[src/rtl/core/idec_pkg.sv]
// Shared types, codes and decode functions for the MSP430 instruction decoder.
// No dependencies; imported by every module of the decoder.
`timescale 1ns / 1ps

package idec_pkg;

  localparam logic [1:0] CLS_INVALID = 2'd0;
  localparam logic [1:0] CLS_SINGLE  = 2'd1;
  localparam logic [1:0] CLS_DOUBLE  = 2'd2;
  localparam logic [1:0] CLS_JUMP    = 2'd3;

  localparam logic [3:0] K_NONE  = 4'd0;
  localparam logic [3:0] K_REG   = 4'd1;
  localparam logic [3:0] K_IDX   = 4'd2;
  localparam logic [3:0] K_SYM   = 4'd3;
  localparam logic [3:0] K_ABS   = 4'd4;
  localparam logic [3:0] K_IND   = 4'd5;
  localparam logic [3:0] K_AINC  = 4'd6;
  localparam logic [3:0] K_IMM   = 4'd7;
  localparam logic [3:0] K_CONST = 4'd8;

  localparam logic [1:0] AS_REG = 2'd0;
  localparam logic [1:0] AS_IDX = 2'd1;
  localparam logic [1:0] AS_IND = 2'd2;
  localparam logic [1:0] AS_INC = 2'd3;

  localparam logic [3:0] REG_PC = 4'd0;
  localparam logic [3:0] REG_SP = 4'd1;
  localparam logic [3:0] REG_SR = 4'd2;
  localparam logic [3:0] REG_CG = 4'd3;

  localparam logic [3:0] TOP_NONE   = 4'd0;
  localparam logic [3:0] TOP_SINGLE = 4'd1;
  localparam logic [3:0] TOP_JMP_LO = 4'd2;
  localparam logic [3:0] TOP_JMP_HI = 4'd3;

  localparam logic [3:0] OP_RETI = 4'd6;
  localparam logic [3:0] OP_MOV  = 4'd4;
  localparam logic [3:0] OP_ADD  = 4'd5;
  localparam logic [3:0] OP_ADDC = 4'd6;
  localparam logic [3:0] OP_SUBC = 4'd7;
  localparam logic [3:0] OP_SUB  = 4'd8;
  localparam logic [3:0] OP_CMP  = 4'd9;
  localparam logic [3:0] OP_DADD = 4'd10;
  localparam logic [3:0] OP_BIC  = 4'd12;
  localparam logic [3:0] OP_BIS  = 4'd13;
  localparam logic [3:0] OP_XOR  = 4'd14;

  // Highest legal value of word[11:7] for the single-operand group.
  localparam logic [4:0] SINGLE_MAX = 5'd6;

  localparam logic [2:0] AVAIL_ONE_WORD = 3'd2;
  localparam logic [2:0] AVAIL_TWO_WORD = 3'd4;
  localparam logic [2:0] AVAIL_THR_WORD = 3'd6;

  localparam logic [2:0] LEN_NONE = 3'd0;
  localparam logic [2:0] LEN_ONE  = 3'd2;
  localparam logic [2:0] LEN_TWO  = 3'd4;
  localparam logic [2:0] LEN_THR  = 3'd6;

  localparam logic [15:0] CG_ZERO  = 16'h0000;
  localparam logic [15:0] CG_ONE   = 16'h0001;
  localparam logic [15:0] CG_TWO   = 16'h0002;
  localparam logic [15:0] CG_FOUR  = 16'h0004;
  localparam logic [15:0] CG_EIGHT = 16'h0008;
  localparam logic [15:0] CG_MONE  = 16'hFFFF;

  localparam logic [11:0] JUMP_BIAS = 12'd2;

  localparam logic [4:0] AL_NONE = 5'd0;
  localparam logic [4:0] AL_ADC  = 5'd1;
  localparam logic [4:0] AL_NOP  = 5'd2;
  localparam logic [4:0] AL_CLR  = 5'd3;
  localparam logic [4:0] AL_RET  = 5'd4;
  localparam logic [4:0] AL_POP  = 5'd5;
  localparam logic [4:0] AL_BR   = 5'd6;
  localparam logic [4:0] AL_CLRN = 5'd7;
  localparam logic [4:0] AL_CLRZ = 5'd8;
  localparam logic [4:0] AL_DINT = 5'd9;
  localparam logic [4:0] AL_EINT = 5'd10;
  localparam logic [4:0] AL_DADC = 5'd11;
  localparam logic [4:0] AL_DEC  = 5'd12;
  localparam logic [4:0] AL_DECD = 5'd13;
  localparam logic [4:0] AL_INC  = 5'd14;
  localparam logic [4:0] AL_INCD = 5'd15;
  localparam logic [4:0] AL_INV  = 5'd16;
  localparam logic [4:0] AL_RLA  = 5'd17;
  localparam logic [4:0] AL_RLC  = 5'd18;
  localparam logic [4:0] AL_SBC  = 5'd19;
  localparam logic [4:0] AL_SETC = 5'd20;
  localparam logic [4:0] AL_SETN = 5'd21;
  localparam logic [4:0] AL_SETZ = 5'd22;
  localparam logic [4:0] AL_TST  = 5'd23;

  typedef struct packed {
    logic        valid;
    logic [1:0]  cls;
    logic [3:0]  op;
    logic        byte_op;
    logic        short_in;
    logic        reti;
    logic [1:0]  as_mode;
    logic        ad;
    logic [3:0]  sreg;
    logic [3:0]  dreg;
    logic [9:0]  offset;
    logic [15:0] e1;
    logic [15:0] e2;
  } s1_t;

  typedef struct packed {
    logic        uses_ext;
    logic [3:0]  kind;
    logic [15:0] val;
  } src_dec_t;

  typedef struct packed {
    logic        valid;
    logic [1:0]  cls;
    logic [3:0]  op;
    logic        byte_op;
    logic        short_in;
    logic        reti;
    logic        ad;
    logic [3:0]  sreg;
    logic [3:0]  dreg;
    src_dec_t    src;
    logic [15:0] e1;
    logic [15:0] e2;
    logic [4:0]  alias_id;
    logic [11:0] jump_offset;
  } s2_t;

  typedef struct packed {
    logic [1:0]  instr_class;
    logic [3:0]  op_code;
    logic        byte_op;
    logic [3:0]  src_kind;
    logic [3:0]  src_reg;
    logic [15:0] src_value;
    logic [3:0]  dst_kind;
    logic [3:0]  dst_reg;
    logic [15:0] dst_value;
    logic [2:0]  length_bytes;
    logic [11:0] jump_offset;
    logic [4:0]  alias_id;
  } res_t;

  function automatic src_dec_t src_mode(input logic [1:0] as_mode, input logic [3:0] rn,
                                        input logic [15:0] ext);
    src_dec_t d;
    d.uses_ext = 1'b0;
    d.kind     = K_REG;
    d.val      = CG_ZERO;
    case (as_mode)
      AS_REG: begin
        d.kind = (rn == REG_CG) ? K_CONST : K_REG;
      end
      AS_IDX: begin
        if (rn == REG_CG) begin
          d.kind = K_CONST;
          d.val  = CG_ONE;
        end else begin
          d.kind     = (rn == REG_PC) ? K_SYM : (rn == REG_SR) ? K_ABS : K_IDX;
          d.val      = ext;
          d.uses_ext = 1'b1;
        end
      end
      AS_IND: begin
        if (rn == REG_SR) begin
          d.kind = K_CONST;
          d.val  = CG_FOUR;
        end else if (rn == REG_CG) begin
          d.kind = K_CONST;
          d.val  = CG_TWO;
        end else begin
          d.kind = K_IND;
        end
      end
      default: begin
        if (rn == REG_SR) begin
          d.kind = K_CONST;
          d.val  = CG_EIGHT;
        end else if (rn == REG_CG) begin
          d.kind = K_CONST;
          d.val  = CG_MONE;
        end else if (rn == REG_PC) begin
          d.kind     = K_IMM;
          d.val      = ext;
          d.uses_ext = 1'b1;
        end else begin
          d.kind = K_AINC;
        end
      end
    endcase
    return d;
  endfunction

  function automatic logic [4:0] alias_of(input logic [3:0] op, input logic [1:0] as_mode,
                                          input logic ad, input logic [3:0] s,
                                          input logic [3:0] d);
    logic sr_dst;
    logic [4:0] al;
    sr_dst = (d == REG_SR) && !ad;
    al     = AL_NONE;
    if (op == OP_ADDC && as_mode == AS_REG && s == REG_CG) al = AL_ADC;
    else if (op == OP_MOV && as_mode == AS_REG && s == REG_CG)
      al = (!ad && d == REG_CG) ? AL_NOP : AL_CLR;
    else if (op == OP_MOV && as_mode == AS_INC && s == REG_SP)
      al = (d == REG_PC) ? AL_RET : AL_POP;
    else if (op == OP_MOV && !ad && d == REG_PC) al = AL_BR;
    else if (op == OP_BIC && as_mode == AS_IND && s == REG_SR && sr_dst) al = AL_CLRN;
    else if (op == OP_BIC && as_mode == AS_IND && s == REG_CG && sr_dst) al = AL_CLRZ;
    else if (op == OP_BIC && as_mode == AS_INC && s == REG_SR && sr_dst) al = AL_DINT;
    else if (op == OP_BIS && as_mode == AS_INC && s == REG_SR && sr_dst) al = AL_EINT;
    else if (op == OP_DADD && as_mode == AS_REG && s == REG_CG) al = AL_DADC;
    else if (op == OP_SUB && as_mode == AS_IDX && s == REG_CG) al = AL_DEC;
    else if (op == OP_SUB && as_mode == AS_IND && s == REG_CG) al = AL_DECD;
    else if (op == OP_ADD && as_mode == AS_IDX && s == REG_CG) al = AL_INC;
    else if (op == OP_ADD && as_mode == AS_IND && s == REG_CG) al = AL_INCD;
    else if (op == OP_XOR && as_mode == AS_INC && s == REG_CG) al = AL_INV;
    else if (op == OP_ADD && s == d) al = AL_RLA;
    else if (op == OP_ADDC && s == d) al = AL_RLC;
    else if (op == OP_SUBC && as_mode == AS_REG && s == REG_CG) al = AL_SBC;
    else if (op == OP_BIS && as_mode == AS_IDX && s == REG_CG && sr_dst) al = AL_SETC;
    else if (op == OP_BIS && as_mode == AS_IND && s == REG_SR && sr_dst) al = AL_SETN;
    else if (op == OP_BIS && as_mode == AS_IND && s == REG_CG && sr_dst) al = AL_SETZ;
    else if (op == OP_CMP && as_mode == AS_REG && s == REG_CG) al = AL_TST;
    return al;
  endfunction

endpackage

[src/rtl/core/msp430_instruction_decoder_unit.sv]
// An accepted word passes the field, operand and output registers in turn before the done strobe.
// Throughput: one transaction per cycle; the pipeline never holds an item back.
// busy is high only while rst is high; a synchronous reset drops all items in flight.
// Results appear for exactly one cycle with done and cannot be stalled.
// Three register stages: field extraction, operand decode, result assembly.
// Top level of the MSP430 instruction decoder; depends on idec_pkg and the idec stages.
`timescale 1ns / 1ps

module msp430_instruction_decoder_unit
  import idec_pkg::*;
(
  input  logic               clk,
  input  logic               rst,
  input  logic               start,
  output logic               busy,
  input  logic [15:0]        instr_word,
  input  logic [15:0]        ext_word_one,
  input  logic [15:0]        ext_word_two,
  input  logic [2:0]         available_bytes,
  output logic               done,
  output logic [1:0]         instr_class,
  output logic [3:0]         op_code,
  output logic               byte_op,
  output logic [3:0]         src_kind,
  output logic [3:0]         src_reg,
  output logic [15:0]        src_value,
  output logic [3:0]         dst_kind,
  output logic [3:0]         dst_reg,
  output logic [15:0]        dst_value,
  output logic [2:0]         length_bytes,
  output logic signed [11:0] jump_offset,
  output logic [4:0]         alias_id
);

  s1_t  s1;
  s2_t  s2;
  res_t res;
  logic take;

  assign busy = rst;
  assign take = start && !busy;

  idec_fields u_fields (
    .clk             (clk),
    .rst             (rst),
    .take            (take),
    .instr_word      (instr_word),
    .ext_word_one    (ext_word_one),
    .ext_word_two    (ext_word_two),
    .available_bytes (available_bytes),
    .s1              (s1)
  );

  idec_operand u_operand (
    .clk (clk),
    .rst (rst),
    .s1  (s1),
    .s2  (s2)
  );

  idec_output u_output (
    .clk  (clk),
    .rst  (rst),
    .s2   (s2),
    .done (done),
    .res  (res)
  );

  assign instr_class  = res.instr_class;
  assign op_code      = res.op_code;
  assign byte_op      = res.byte_op;
  assign src_kind     = res.src_kind;
  assign src_reg      = res.src_reg;
  assign src_value    = res.src_value;
  assign dst_kind     = res.dst_kind;
  assign dst_reg      = res.dst_reg;
  assign dst_value    = res.dst_value;
  assign length_bytes = res.length_bytes;
  assign jump_offset  = signed'(res.jump_offset);
  assign alias_id     = res.alias_id;

`ifndef ASSERT_OFF
  a_done_after_take: assert property (@(posedge clk) disable iff (rst)
    done |-> $past(take, 3))
    else $error("result without a matching transaction");
  a_take_gives_done: assert property (@(posedge clk) disable iff (rst)
    take ##1 !rst ##1 !rst |=> done)
    else $error("transaction lost in the pipeline");
`endif

endmodule

[src/rtl/core/idec_fields.sv]
// Stage one of the decoder: field extraction and instruction classification.
// Depends on idec_pkg.
`timescale 1ns / 1ps

module idec_fields
  import idec_pkg::*;
(
  input  logic        clk,
  input  logic        rst,
  input  logic        take,
  input  logic [15:0] instr_word,
  input  logic [15:0] ext_word_one,
  input  logic [15:0] ext_word_two,
  input  logic [2:0]  available_bytes,
  output s1_t         s1
);

  s1_t s1_next;
  logic [3:0] top;

  assign top = instr_word[15:12];

  always_comb begin
    s1_next          = '0;
    s1_next.valid    = take;
    s1_next.as_mode  = instr_word[5:4];
    s1_next.ad       = instr_word[7];
    s1_next.sreg     = instr_word[11:8];
    s1_next.dreg     = instr_word[3:0];
    s1_next.offset   = instr_word[9:0];
    s1_next.e1       = (available_bytes >= AVAIL_TWO_WORD) ? ext_word_one : CG_ZERO;
    s1_next.e2       = (available_bytes >= AVAIL_THR_WORD) ? ext_word_two : CG_ZERO;
    s1_next.short_in = available_bytes < AVAIL_ONE_WORD;
    s1_next.cls      = CLS_INVALID;
    if (!s1_next.short_in) begin
      if (top == TOP_NONE) begin
        s1_next.cls = CLS_INVALID;
      end else if (top == TOP_SINGLE) begin
        if (instr_word[11:7] <= SINGLE_MAX) begin
          s1_next.cls     = CLS_SINGLE;
          s1_next.op      = {1'b0, instr_word[9:7]};
          s1_next.byte_op = instr_word[6];
          s1_next.reti    = {1'b0, instr_word[9:7]} == OP_RETI;
        end
      end else if (top == TOP_JMP_LO || top == TOP_JMP_HI) begin
        s1_next.cls = CLS_JUMP;
        s1_next.op  = {1'b0, instr_word[12:10]};
      end else begin
        s1_next.cls     = CLS_DOUBLE;
        s1_next.op      = top;
        s1_next.byte_op = instr_word[6];
      end
    end
  end

  always_ff @(posedge clk) begin
    if (rst) begin
      s1 <= '0;
    end else begin
      s1 <= s1_next;
    end
  end

endmodule

[src/rtl/core/idec_operand.sv]
// Stage two of the decoder: source operand mode, alias lookup and jump offset.
// Depends on idec_pkg.
`timescale 1ns / 1ps

module idec_operand
  import idec_pkg::*;
(
  input  logic clk,
  input  logic rst,
  input  s1_t  s1,
  output s2_t  s2
);

  s2_t s2_next;
  logic [3:0] src_rn;

  assign src_rn = (s1.cls == CLS_SINGLE) ? s1.dreg : s1.sreg;

  always_comb begin
    s2_next             = '0;
    s2_next.valid       = s1.valid;
    s2_next.cls         = s1.cls;
    s2_next.op          = s1.op;
    s2_next.byte_op     = s1.byte_op;
    s2_next.short_in    = s1.short_in;
    s2_next.reti        = s1.reti;
    s2_next.ad          = s1.ad;
    s2_next.sreg        = s1.sreg;
    s2_next.dreg        = s1.dreg;
    s2_next.e1          = s1.e1;
    s2_next.e2          = s1.e2;
    s2_next.src         = src_mode(s1.as_mode, src_rn, s1.e1);
    s2_next.alias_id    = alias_of(s1.op, s1.as_mode, s1.ad, s1.sreg, s1.dreg);
    s2_next.jump_offset = {s1.offset[9], s1.offset, 1'b0} + JUMP_BIAS;
  end

  always_ff @(posedge clk) begin
    if (rst) begin
      s2 <= '0;
    end else begin
      s2 <= s2_next;
    end
  end

endmodule

[src/rtl/core/idec_output.sv]
// Stage three of the decoder: result assembly per class and the output register.
// Depends on idec_pkg.
`timescale 1ns / 1ps

module idec_output
  import idec_pkg::*;
(
  input  logic clk,
  input  logic rst,
  input  s2_t  s2,
  output logic done,
  output res_t res
);

  res_t res_next;

  always_comb begin
    res_next = '0;
    case (s2.cls)
      CLS_SINGLE: begin
        res_next.instr_class  = CLS_SINGLE;
        res_next.op_code      = s2.op;
        res_next.byte_op      = s2.byte_op;
        res_next.length_bytes = LEN_ONE;
        if (!s2.reti) begin
          res_next.src_kind     = s2.src.kind;
          res_next.src_reg      = s2.dreg;
          res_next.src_value    = s2.src.val;
          res_next.length_bytes = s2.src.uses_ext ? LEN_TWO : LEN_ONE;
        end
      end
      CLS_JUMP: begin
        res_next.instr_class  = CLS_JUMP;
        res_next.op_code      = s2.op;
        res_next.length_bytes = LEN_ONE;
        res_next.jump_offset  = s2.jump_offset;
      end
      CLS_DOUBLE: begin
        res_next.instr_class  = CLS_DOUBLE;
        res_next.op_code      = s2.op;
        res_next.byte_op      = s2.byte_op;
        res_next.src_kind     = s2.src.kind;
        res_next.src_reg      = s2.sreg;
        res_next.src_value    = s2.src.val;
        res_next.dst_reg      = s2.dreg;
        res_next.alias_id     = s2.alias_id;
        if (!s2.ad) begin
          res_next.dst_kind     = K_REG;
          res_next.length_bytes = s2.src.uses_ext ? LEN_TWO : LEN_ONE;
        end else begin
          res_next.dst_kind     = (s2.dreg == REG_PC) ? K_SYM :
                                  (s2.dreg == REG_SR) ? K_ABS : K_IDX;
          res_next.dst_value    = s2.src.uses_ext ? s2.e2 : s2.e1;
          res_next.length_bytes = s2.src.uses_ext ? LEN_THR : LEN_TWO;
        end
        if (s2.alias_id == AL_RET) begin
          res_next.instr_class = CLS_SINGLE;
          res_next.op_code     = OP_RETI;
        end
      end
      default: begin
        res_next.length_bytes = s2.short_in ? LEN_NONE : LEN_ONE;
      end
    endcase
  end

  always_ff @(posedge clk) begin
    if (rst) begin
      done <= 1'b0;
    end else begin
      done <= s2.valid;
    end
  end

  always_ff @(posedge clk) begin
    res <= res_next;
  end

`ifndef ASSERT_OFF
  a_invalid_clean: assert property (@(posedge clk) disable iff (rst)
    done && res.instr_class == CLS_INVALID |->
      res.src_kind == K_NONE && res.dst_kind == K_NONE && res.alias_id == AL_NONE &&
      (res.length_bytes == LEN_NONE || res.length_bytes == LEN_ONE))
    else $error("invalid result carries operand data");
  a_offset_jump_only: assert property (@(posedge clk) disable iff (rst)
    done && res.instr_class != CLS_JUMP |-> res.jump_offset == '0)
    else $error("jump offset on a non-jump result");
  a_zero_len_invalid: assert property (@(posedge clk) disable iff (rst)
    done && res.length_bytes == LEN_NONE |-> res.instr_class == CLS_INVALID)
    else $error("zero length on a valid instruction");
  a_jump_no_operands: assert property (@(posedge clk) disable iff (rst)
    done && res.instr_class == CLS_JUMP |->
      res.src_kind == K_NONE && res.dst_kind == K_NONE && res.length_bytes == LEN_ONE)
    else $error("jump result carries operands");
`endif

endmodule
[config.mk]
export PLATFORM = sky130hd
export DESIGN_NAME = msp430_instruction_decoder_unit
export DESIGN_NICKNAME = d
export VERILOG_FILES = /design/src/rtl/core/idec_pkg.sv /design/src/rtl/core/msp430_instruction_decoder_unit.sv /design/src/rtl/core/idec_fields.sv /design/src/rtl/core/idec_operand.sv /design/src/rtl/core/idec_output.sv
export SDC_FILE = /design/constraint.sdc
export NUM_CORES = 1
export LEC_CHECK = 0
export ABC_AREA = 0
export BUFFER_PORTS_ARGS = -buffer_cell sky130_fd_sc_hd__buf_2
export CAP_MARGIN = 10
export CORE_MARGIN = 10
export CORE_UTILIZATION = 50
export DETAILED_ROUTE_END_ITERATION = 10
export PLACE_DENSITY = 0.72
export SLEW_MARGIN = 20
export SYNTH_ARGS = -nofsm -noshare
export SYNTH_HDL_FRONTEND = slang
export SYNTH_HIERARCHICAL = 1
export SYNTH_SLANG_ARGS = --single-unit
[constraint.sdc]
create_clock -name clk -period 4.8 [get_ports clk]
set_input_delay 0.72 -clock clk [delete_from_list [all_inputs] [get_ports clk]]
set_output_delay 0.72 -clock clk [all_outputs]
set_load 0.02 [all_outputs]
==> results.ini <==
[status]
status = finished, final reports clean

[sta]
fin_crit_ps = 2360
whs_ps = 415
finalHoldViolations = 0
max_freq_ghz = 0.423
relSlewSlack = 0.337
clock-skew-final_ps = 14.2
final-max-slew-violation-count = 0
grt_setup_unrepaired = false
max_slew.worst_pin.slew_ps = 990
period_share = 0.492
fin_tns_setup_ps = 0
setup_viol = 0
worst_slack_ps = 2440

[clock_network]
cts_tree = built
cts_inserted_buffers = 22
postCtsHoldBufs = 0
clock_path_buffers = 3
cts_resized = 0
clkTransAtPathRegs_ps = 60
cts-htree-levels = 1
clk_latency_ps = 500
postCtsSetupRepairBufs = 0
clock_sinks = 216
clockRootBuffer = clkbuf_16

[die]
ios = 131
die_w_um = 143
fp-row-count = 44
die_area_sq_mm = 0.0203
die_h_um = 143
core_sq_mm = 0.0146
start_util = 0.512

[synthesis]
netlist_instances = 708
synthesis.area_sq_mm = 0.00750
yosysTopAreaCell = dfxtp_1
ys_seq_area_frac = 0.576
synth.area.top_cells = dfxtp_1 58%, nor2b_1 6.4%, and2_1 3.3%
yosys_warnings = 6
synth_top_area_frac = 0.576
synth_edf_count = 0
yosysMostFrequentCell = dfxtp_1
async_flop_share = 0
ys.flop_type = dfxtp_1
synth_common_cells = 216 x dfxtp_1, 77 x nor2b_1, 49 x nor2_1
avgSynthCellArea_sq_um = 10.6
synth_cell_type_count = 73
ys_ff_latch = 216

[worst_setup_path]
critPathKind = input pin to primary output
startpoint_type = input pin
cp_cell_sequence = buf_2, buf_2
worstSetupEndpointType = primary output
critPathTopFamily = buffers and inverters
crit_top_cell = buf_2
crit_fanout = 43
ff2ff_setup_slack_ps = 2460
path_buf_inv = 2
crit_path_top_delay_cell = buf_2
cp.arrival_ps = 1640
reg2regPathDepth = 5
worst_ep_required_time_ps = 4080
max_stage_delay_ps = 620
cp.depth = 2

[route]
viasPerCell = 5.08
wl_per_cell_um = 16.2
dr.pass1.iters = 7
drc = 0
first_iter_violations = 255
wl_um = 16500
vias = 5158
drtAntennaViolNets = 0

[power]
p_total_mw = 3.68
p_leak_nw = 3.76
peakVddDrop_v = 0.000315
power.density_mw_per_mm2 = 417

[cells_and_area]
layout-drive-gt1-share = 0.248
layout.nets = 877
final_area_sq_mm = 0.00881
instances_no_fill = 1015
n_antenna_cell = 0
syn2layout_area_growth_pct = 17.5
post-route-util = 0.602

[grt]
grt_max_degree = 50
grt_pass1_wl_um = 26900
grt_pass1_vias = 5269
grt.overflow.total = 0
grt.total_usage = 0.159
antenna_found_initial = 0

[worst_hold_path]
hold_path_depth = 2
min-delay-path-class = input pin to flip-flop

[placement]
globalplace.congestion = 0.905
numPlacedInstances = 977
post_dp_cell_area_sq_mm = 0.00811
hpwlAfterDp_um = 12000
io_buffer_count = 127
place_ws_ps = 2310

[run]
cap_violations = 0

-- path summary, 6_finish.rpt --
path,end,startpoint
hold / removal,u_fields/s1[30],ext_word_one[14]
hold reg to reg,u_output/res[69],u_operand/s2[82]
setup / recovery,busy,rst
setup reg to reg,u_operand/s2[54],u_fields/s1[44]
-- area by class of cell --
type                    instances  area (sq um)
flip-flops and latches        216          4320
fillers                      1230          5830
well taps                     184           230
clock inverters                 7          96.3
clock buffers                  31           604
repair buffers                130           658
inverters                      10          37.5
multi-input cells             437          2860
-- sequential cells by signal (all words and copies together), names as in the netlist --
signal         count
u_fields/s1       54
u_operand/s2      88
u_output/done      1
u_output/res      73
-- power by group --
group	leakage, nW	switching, mW	internal (mW)
combinational	1.66	0.104	0.0745
clock	0.345	0.640	0.985
sequential	1.76	0.0361	1.84
-- cell usage in the layout (no fill, tap or decap), types with 20 or more instances in the layout --
master     Yosys  layout
buf_2          8     127
a21oi_1       22      22
and3_1        22      22
nor2_1        49      49
nand2_1       31      31
clkbuf_16      0      22
dfxtp_1      216     216
and2_4        20      20
nor2b_1       77      77
and2_1        39      39
-- kinds of logic (layout without fill, tap and decap cells) --
kind of cell / after synthesis / in the layout / share of synthesized area
simple gates: 304 / 304 / 0.244
flops: 216 / 216 / 0.576
compound gates: 89 / 89 / 0.0799
buf+inv: 56 / 178 / 0.0427
mux: 23 / 23 / 0.0317
xor+xnor: 12 / 12 / 0.0140
fa+ha+maj: 6 / 6 / 0.0100
other cells: 2 / 3 / 0.00100
-- routing by layer --
| metal | GRT usage | vias to the layer above | share of wire |
|---|---|---|---|
| met5 | 0 | - | 0 |
| met4 | 0.0472 | 0 | 0.017 |
| met3 | 0.0407 | 30 | 0.070 |
| met2 | 0.251 | 192 | 0.44 |
| met1 | 0.211 | 2357 | 0.47 |
| li1 | - | 2579 | - |
(Power assumes the default switching activity.)
